### src/rtl/par_pkg.sv
// Shared types, widths and CORDIC constants for the point axis rotation unit.
package par_pkg;

  localparam int COORD_WIDTH = 16;
  localparam int ANGLE_WIDTH = 16;

  localparam int CORD_W = 34;
  localparam int RES_W  = 33;
  localparam int TRIG_W = 32;
  localparam int PROD_W = COORD_WIDTH + 1 + TRIG_W;
  localparam int SUM_W  = PROD_W + 1;
  localparam int RND_W  = SUM_W - 30;
  localparam int EXT_W  = RND_W + 1;

  localparam logic signed [CORD_W-1:0] GAIN_Q30 = 34'sd652032874;
  localparam logic signed [CORD_W-1:0] ONE_Q30  = 34'sd1073741824;
  localparam logic [31:0]              EIGHTH_TURN = 32'h2000_0000;

  localparam logic [31:0] ATAN_TURNS [32] = '{
    32'h20000000, 32'h12E4051E, 32'h09FB385B, 32'h051111D4,
    32'h028B0D43, 32'h0145D7E1, 32'h00A2F61E, 32'h00517C55,
    32'h0028BE53, 32'h00145F2F, 32'h000A2F98, 32'h000517CC,
    32'h00028BE6, 32'h000145F3, 32'h0000A2FA, 32'h0000517D,
    32'h000028BE, 32'h0000145F, 32'h00000A30, 32'h00000518,
    32'h0000028C, 32'h00000146, 32'h000000A3, 32'h00000051,
    32'h00000029, 32'h00000014, 32'h0000000A, 32'h00000005,
    32'h00000003, 32'h00000001, 32'h00000001, 32'h00000000
  };

  typedef enum logic [1:0] {
    AXIS_X    = 2'd0,
    AXIS_Y    = 2'd1,
    AXIS_Z    = 2'd2,
    AXIS_NONE = 2'd3
  } axis_t;

  typedef logic signed [COORD_WIDTH-1:0] coord_t;
  typedef logic signed [COORD_WIDTH:0]   diff_t;
  typedef logic signed [TRIG_W-1:0]      trig_t;

  typedef struct packed {
    coord_t                 point_x;
    coord_t                 point_y;
    coord_t                 point_z;
    logic [ANGLE_WIDTH-1:0] angle;
    axis_t                  axis;
    coord_t                 center_x;
    coord_t                 center_y;
    coord_t                 center_z;
  } point_t;

  typedef struct packed {
    coord_t rotated_x;
    coord_t rotated_y;
    coord_t rotated_z;
    logic   saturated;
  } result_t;

  typedef struct packed {
    point_t item;
    diff_t  da;
    diff_t  db;
  } ctx_t;

  typedef struct packed {
    logic signed [CORD_W-1:0] x;
    logic signed [CORD_W-1:0] y;
    logic signed [RES_W-1:0]  resid;
    logic [1:0]               quad;
  } cord_t;

endpackage

### src/rtl/par_prep.sv
// Input stage: center offsets, off-axis pair selection and angle reduction.
module par_prep import par_pkg::*; (
  input  logic   clk,
  input  logic   rst,
  input  logic   en,
  input  logic   in_valid,
  input  point_t item,
  output logic   out_valid,
  output ctx_t   ctx,
  output cord_t  cord
);

  diff_t       dx, dy, dz;
  logic [31:0] wide, shifted;
  ctx_t        ctx_next;
  cord_t       cord_next;

  always_comb begin
    dx = diff_t'(item.point_x) - diff_t'(item.center_x);
    dy = diff_t'(item.point_y) - diff_t'(item.center_y);
    dz = diff_t'(item.point_z) - diff_t'(item.center_z);
    ctx_next.item = item;
    unique case (item.axis)
      AXIS_X: begin
        ctx_next.da = dy;
        ctx_next.db = dz;
      end
      AXIS_Y: begin
        ctx_next.da = dz;
        ctx_next.db = dx;
      end
      default: begin
        ctx_next.da = dx;
        ctx_next.db = dy;
      end
    endcase
    wide = {item.angle, {(32 - ANGLE_WIDTH){1'b0}}};
    shifted = wide + EIGHTH_TURN;
    cord_next.x = GAIN_Q30;
    cord_next.y = '0;
    cord_next.quad = shifted[31:30];
    cord_next.resid = {3'b000, shifted[29:0]} - {1'b0, EIGHTH_TURN};
  end

  always_ff @(posedge clk) begin
    if (rst) begin
      out_valid <= 1'b0;
    end else if (en) begin
      out_valid <= in_valid;
    end
  end

  always_ff @(posedge clk) begin
    if (en) begin
      ctx <= ctx_next;
      cord <= cord_next;
    end
  end

endmodule

### config.mk
export PLATFORM = sky130hd
export DESIGN_NAME = par_prep
export DESIGN_NICKNAME = d
export VERILOG_FILES = /design/src/rtl/par_pkg.sv /design/src/rtl/par_prep.sv
export SDC_FILE = /design/constraint.sdc
export NUM_CORES = 1
export LEC_CHECK = 0
export ABC_AREA = 0
export BUFFER_PORTS_ARGS = -buffer_cell sky130_fd_sc_hd__buf_2
export CORE_AREA = 2 2 144 146
export DETAILED_ROUTE_END_ITERATION = 16
export DIE_AREA = 0 0 146 148
export PLACE_DENSITY = 0.73
export SYNTH_ARGS = -nofsm -noshare
export SYNTH_HDL_FRONTEND = slang
export SYNTH_SLANG_ARGS = --single-unit
### constraint.sdc
create_clock -name clk -period 5.85 [get_ports clk]
set_input_delay 0.585 -clock clk [delete_from_list [all_inputs] [get_ports clk]]
set_output_delay 0.585 -clock clk [all_outputs]
set_load 0.01 [all_outputs]
* Word-level counts from Yosys, hierarchy flattened
Cells that the tools add are included.
Operators by class: add/subtract/negate cells 5, equality and inequality tests 1, muxes and demuxes 1, reductions and logical operators 1
Operators by type and width (number):
- case mux 34 bit (2 select lines) | 1
- subtractor 16 x 16 -> 17 bit | 3
- adder 32 x 30 -> 32 bit (second input constant) | 1
- subtractor 30 x 30 -> 31 bit (second input constant) | 1
- equality test 2 x 1 -> 1 bit (second input constant) | 1
- logical NOT 2 bit | 1
Storage, ports and cells: bits in registers 184, input port bits 118, output and inout bits 252, logic and storage cells 21

* Longest topological paths before layout
Gate-level depths: netlist of the first run.
word-level depth 2, gate-level depth with buffers 11, gate-level depth less buffers 11

* Worst setup path before layout of the first run
Ideal clock, no wire load.
path kind in2reg, start point input item[82] (netlist name), end point register ctx[31] (netlist name), data pin, setup time 0.256 ns, arrival 2.409 ns, data required time 5.594 ns, path slack 3.185 ns, cell stages on the path 11, path buffers 0, path through inv_1 -> ha_1 -> inv_1 -> fa_1 -> a211oi_2 -> o211ai_1 -> a41o_1 -> o21ai_1 -> xor2_1 -> nand2_1 -> a22o_1
RTL lines:
- start: declaration | RTL line par_prep.sv:7 | input point_t item,
- end signal: assignment | RTL line par_prep.sv:55 | ctx <= ctx_next;
- end: declaration | RTL line par_prep.sv:9 | output ctx_t ctx,

==> results of run 1 <==
Yosys cell counts, types with 2 or more instances:
library cell,count
a21o_1,15
o21bai_1,4
a221o_1,3
inv_1,61
a311oi_2,2
o2111ai_1,4
o221ai_1,3
nand2b_1,2
nand4_1,3
a31oi_1,6
mux2i_1,18
buf_4,102
o2111ai_2,2
a21oi_2,5
a31o_2,2
edfxtp_1,150
o21a_1,7
a21oi_1,35
o21ai_1,8
a211o_1,3
or3_1,2
nor2_1,38
xor2_1,12
nor2b_1,9
a211oi_1,5
nor3b_1,3
nand2_1,57
fa_1,3
o21ai_0,27
and3_1,2
xnor2_1,29
clkinv_1,2
buf_1,2
a2bb2oi_1,2
nand3_1,5
nor3_1,8
clkbuf_1,9
a22oi_1,2
buf_2,2
o211ai_1,6
conb_1,2
ha_1,49
layer usage:
layer  share of wire  track usage  routed length [um]
met3           0.093       0.0543                2000
met4           0.019       0.0689                 410
met2            0.50        0.349               10900
met5               0            0                   0
met1            0.39        0.226                8390
area by class of cell:
class,count,area [um^2]
Fill cell,1830,9630
Sequential cell,151,4520
Multi-Input combinational cell,495,3310
Timing Repair Buffer,286,1440
Clock buffer,17,425
Tap cell,270,338
Inverter,63,236
Clock inverter,15,136
Antenna cell,1,2.50
registers in the layout, summed over array words and instances, names as in the netlist:
signal	count
cord	2
ctx	148
out_valid	1
path summary, 6_finish.rpt:
| kind | startpoint | end | slack [ns] | cells after the start |
|---|---|---|---|---|
| worst min register to register | out_valid | out_valid | 0.49 | 2 |
| worst min-delay path | rst | out_valid | 0.30 | 2 |
| worst max register to register | out_valid | out_valid | 5.27 | 2 |
| worst max-delay path | item[82] | ctx[14] | 3.18 | 12 |
cells by family (layout without fill, tap and decap cells):
group,after synthesis,in the layout,synth area share
and+or+nand+nor,139,139,0.0742
xor gates and xnor gates,41,41,0.0418
adders and majority gates,52,52,0.0784
AOI/OAI and AO/OA,160,160,0.132
buffers and inverters,179,381,0.124
DFF,151,151,0.527
other,2,85,0.000875
muxes,19,19,0.0223
placed cells by master, fill, tap and decap left out, drive strengths merged, types with 18 or more instances in the layout:
| cell | n |
|---|---|
| buf | 286 |
| edfxtp | 150 |
| conb | 84 |
| inv | 69 |
| nand2 | 58 |
| ha | 49 |
| a21oi | 41 |
| nor2 | 39 |
| o21ai | 35 |
| xnor2 | 29 |
| mux2i | 18 |
power breakdown:
part           switching [mW]  internal [mW]
clock network           0.496          0.561
registers              0.0287           1.32
logic                   0.429          0.269
total                   0.954           2.15
stage by stage:
stage	area (um^2)	total power, mW	worst slack [ns]	std cells
2_1_floorplan	8890	1.83	3.19	825
3_3_place_gp	9840	2.05	2.80	1265
3_5_place_dp	9840	2.06	2.76	1265
4_1_cts	10400	3.13	3.19	1297
5_1_grt	10400	3.24	3.05	1297
6_report	10400	3.10	3.18	1298
==> metrics, run 1 <==
status=finished clean; Final Setup Violations=0; Seq/Total Area, Yosys=0.527; worst-case clock buffer depth=2; Post-DRT Antenna Nets=0; Post-synth ARST share=0; Final Util=0.519; grt ovf=0; worst rel slew slack=0.393; Leakage Power=4.78 nW; worst skew pair latency=0.43 ns; Total GRT Usage=0.196; CP Max Fanout=3; CTS H-tree lvls=4; first-pass GRT wire length=32.3 mm; largest net degree at the start of global routing=just under 100; slowest cell delay on critical path=around 0.43 ns; Clock Skew=0 ns; crit path cell chain=buf_2, inv_1, ha_1, inv_1, fa_1, a211oi_2, o211ai_1, a41o_1, o21ai_1, xor2_1, a2bb2oi_1, o31ai_1; share of post-route cells with drive strength above 1=0.329; share of the synthesized area in the top cell type=0.525; PwrDens=between 200 and 300 nW/um^2; HPWL after detailed placement=around 17 mm; DR DRC count=0; Die Ht=148 um; worst path required time=roughly 6.0 ns; first-pass iteration count of the detailed router=7; worst vdd ir=199 uV; Starting Density=0.429; Area growth, synth to finish=21.2%; # Post-CTS Setup Buffers=0; CP startpoint kind=input pin; Tightest Pin Transition=a little over 0.9 ns; Crit path max-delay family=compound AO/OA/AOI/OAI gates; Detailed Route Iter0 Violations=~380; Tcrit/Tclk final=0.456; Nets=1,184; Final Max Slew Viols=0; Synth Instances=roughly 740; Core Box Area=between 20,000 and 25,000 um^2; root buf cell=clkbuf_16; Die ar.=approximately 22,000 um^2; max-cap viol count=0; CTS tree=built; Final GP Congestion=0.864; setup TNS=0 ns; number of synthesized register bits=roughly 150; most used cell, CP=inv_1; vias in the first global route=between 5,000 and 6,000; top_reg_cell synth=edfxtp_1; Worst Hold Class=input pin to flop; hold buffers post-CTS=0; initial antenna violation count=1; Die X=146 um; DR WL/cell=~17 um; minimum clock period=roughly 2.7 ns; Critical path buffers and inverters=3; post-synth top area cell=edfxtp_1; syn avg cell area=11.6 um^2; vias per cell=between 4 and 5; Num CTS Buffers=17; Post-CTS Resized=0; Post-synth EDFFs=150; Final Hold Viols=0; Vias=between 6,000 and 7,000; crit end category=flop; IO Count=370; Buffers on Ports=about 290; Synth Cell Area=~8600 um^2; Worst-path clk slew=approximately 0.07 ns; kind of critical path=input pin to flop; largest cells by area after synthesis=edfxtp_1 52%, buf_4 8.9%, ha_1 7.1%; CTS Sinks=between 150 and 200; Unique masters post-synth=74; fmax=around 370 MHz; critical path's slowest cell=fa_1; Critical Path AT=~2.8 ns; RSZ-0062 raised after global routing=no; final hold slack=approximately 0.30 ns; routed wire length=roughly 22 mm; num rows=between 50 and 60; YS warnings=0
Note: power is estimated with default switching activity, not from simulation.
==> run 2: changes to the inputs <==
==> config.mk (replaced) <==
export PLATFORM = sky130hd
export DESIGN_NAME = par_prep
export DESIGN_NICKNAME = d
export VERILOG_FILES = /design/src/rtl/par_pkg.sv /design/src/rtl/par_prep.sv
export SDC_FILE = /design/constraint.sdc
export NUM_CORES = 1
export LEC_CHECK = 0
export ABC_AREA = 1
export BUFFER_PORTS_ARGS = -buffer_cell sky130_fd_sc_hd__buf_2
export CORE_AREA = 2 2 143 145
export DETAILED_ROUTE_END_ITERATION = 16
export DIE_AREA = 0 0 145 147
export PLACE_DENSITY = 0.77
export SYNTH_ARGS = -nofsm -noshare
export SYNTH_HDL_FRONTEND = slang
export SYNTH_SLANG_ARGS = --single-unit
==> constraint.sdc (replaced) <==
create_clock -name clk -period 2.5 [get_ports clk]
set_input_delay 0.25 -clock clk [delete_from_list [all_inputs] [get_ports clk]]
set_output_delay 0.25 -clock clk [all_outputs]
set_load 0.01 [all_outputs]
==> run 2 against run 1 <==
Die area down 1.4%. Cell count is 22% higher. Synthesized cell count is 35% higher. Routed wire length rose by 3.3%. Register-to-register slack worse by 3.4 ns. Clock power up 130%. Setup slack worse by 2.7 ns. Clock skew unchanged. Design area grew 6.5%.
==> metrics, run 2 <==
status=finished clean; vias per cell=4.61; fmax=500 MHz; Final Util=0.559; Final GP Congestion=a little under 0.9; Die Ht=approximately 150 um; Post-synth EDFFs=150; first-pass iteration count of the detailed router=5; Worst-path clk slew=roughly 0.07 ns; Unique masters post-synth=33; max-cap viol count=0; fin area=between 10,000 and 15,000 um^2; syn avg cell area=9.03 um^2; top-count cell post-synth=nand2_1; critical path's slowest cell=dlygate4sd3_1; setup TNS=0 ns; clock power share=0.344; root buf cell=clkbuf_16; Leakage Power=around 5.8 nW; n_diodes=0; Post-synth ARST share=0; commonest cells after routing, fill and taps aside=284 x buf_2, 280 x nand2_1, 168 x inv_1; Post-DRT Antenna Nets=0; DR DRC count=0; most used cell, CP=nand2_1; HPWL after detailed placement=~18 mm; worst skew pair latency=approximately 0.42 ns; Final Setup Violations=0; fillers=~1,800; Largest regs=ctx (148), cord (2), out_valid (1); minimum clock period=between 1.5 and 2 ns; max reg flops=approximately 150; top_reg_cell synth=edfxtp_1; crit end category=flop; Die ar.=~21,000 um^2; worst path required time=between 2 and 3 ns; initial antenna violation count=0; CP startpoint kind=input pin; num rows=52; Critical Path AT=2.17 ns; Reg area=roughly 4500 um^2; leading cell type in the layout, fill and taps excluded=buf_2; Total GRT Usage=0.208; CTS Sinks=between 150 and 200; Sw Ratio=0.303; CTS H-tree lvls=4; Buffers on Ports=285; Synth Cell Area=between 9000 and 10,000 um^2; final worst setup slack=approximately 0.5 ns; PwrDens=approximately 650 nW/um^2; Clock Skew=0 ns; CTS tree=built; routed wire length=between 20 and 25 mm; Nets=around 1,500; post-synth top area cell=edfxtp_1; CP Max Fanout=5; commonest cells in the netlist=280 x nand2_1, 168 x inv_1, 150 x edfxtp_1; share of the synthesized area in the top cell type=0.498; Gate power share=0.223; worst-case clock buffer depth=2; Synth Instances=approximately 1,000; Seq/Total Area, Yosys=0.501; Num CTS Buffers=17; Net Sw Power=about 2.2 mW; worst vdd ir=between 400 and 500 uV; Worst Hold Class=input pin to flop; footprint of the multi-input gates=between 3000 and 4000 um^2; Final Max Slew Viols=0; kind of critical path=input pin to flop; Biggest register=ctx; Die X=between 100 and 150 um; Vias=7,272; internal power=~5 mW; placed cell area=between 10,000 and 15,000 um^2; grt ovf=0; Placement Setup Slack=0.397 ns; first-pass GRT wire length=~35 mm; Tcrit/Tclk final=0.800; Area growth, synth to finish=22.7%; YS warnings=0; slowest cell delay on critical path=roughly 0.52 ns; IO Count=between 300 and 400; RSZ-0062 raised after global routing=no; hold buffers post-CTS=15; share of post-route cells with drive strength above 1=0.268; final hold slack=between 0.01 and 0.015 ns; Final Hold Viols=0; Core Box Area=19,800 um^2; # Post-CTS Setup Buffers=0; largest cells by area after synthesis=edfxtp_1 50%, nand2_1 12%, buf_4 8.5%; crit path cell chain=dlygate4sd3_1, buf_2, inv_1, ha_1, nand2_1, nand2_1, nand2_1, nand2_1, a21oi_1, nand2_1, nand2_1, nand2_1, nand2_1, nand3_2; R2R Setup Slk=1.91 ns; Starting Density=0.455; DR WL/cell=between 10 and 15 um; Detailed Route Iter0 Violations=378; Sequential Power Share=0.432; vias in the first global route=between 6,000 and 7,000; number of synthesized register bits=between 150 and 200; largest net degree at the start of global routing=58; Post-CTS Resized=0
## run 2: changes by cell type in the layout (fill, tap and decap cells not counted), moves of 17 or more
cell and change:
mux2i_1 -17, nand2_1 +223, inv_1 +107, xnor2_1 -26
nand3_1 +103, o21ai_0 -26
## run 2: cell type report
class                           instances  share of cell area
Sequential cell                       151               0.408
Multi-Input combinational cell        647               0.303
Timing Repair Buffer                  305               0.148
Inverter                              174              0.0589
Clock buffer                           18              0.0387
Tap cell                              270              0.0305
Clock inverter                         14              0.0125
## run 2: path summary, 6_finish.rpt
| path | start | to | cells past startpoint |
|---|---|---|---|
| max reg2reg | out_valid | out_valid | 2 |
| min reg2reg | out_valid | out_valid | 2 |
| min | item[46] | ctx[80] | 1 |
| max | item[45] | ctx[33] | 14 |
## run 2: kinds of logic after synthesis
kind of cell / share of synthesized area
flops: 0.501
other cells: 0.000831
fa+ha+maj: 0.0745
buf+inv: 0.162
mux: 0.00111
compound gates: 0.0210
xor+xnor: 0.0174
simple gates: 0.223
## run 2: through the flow
stage,instances,power [mW]
2_1_floorplan,1083,4.24
3_3_place_gp,1532,4.75
3_5_place_dp,1532,4.77
4_1_cts,1579,7.29
5_1_grt,1579,7.58
6_report,1579,7.24
## run 2: metal layers
layer	global-route usage	wire, um	vias to the layer above
met5	0	0	-
met4	0.0559	431	0
met3	0.0447	1760	29
met2	0.381	11300	356
met1	0.249	8940	3253
li1	-	-	3634
## run 2: power groups by stage
stage / combinational (mW) / sequential, mW / clock, mW
6_report: 1.62 / 3.13 / 2.49
5_1_grt: 1.80 / 3.15 / 2.63
2_1_floorplan: 0.920 / 3.32 / 0
3_5_place_dp: 1.59 / 3.18 / 0
4_1_cts: 1.62 / 3.13 / 2.54
3_3_place_gp: 1.57 / 3.18 / 0
## run 2: critical path, delay by kind of cell
family / cells / cell delay (ns)
compound gates: 1 / 0.24
buf+inv: 3 / 0.67
fa+ha+maj: 1 / 0.36
simple gates: 9 / 0.65
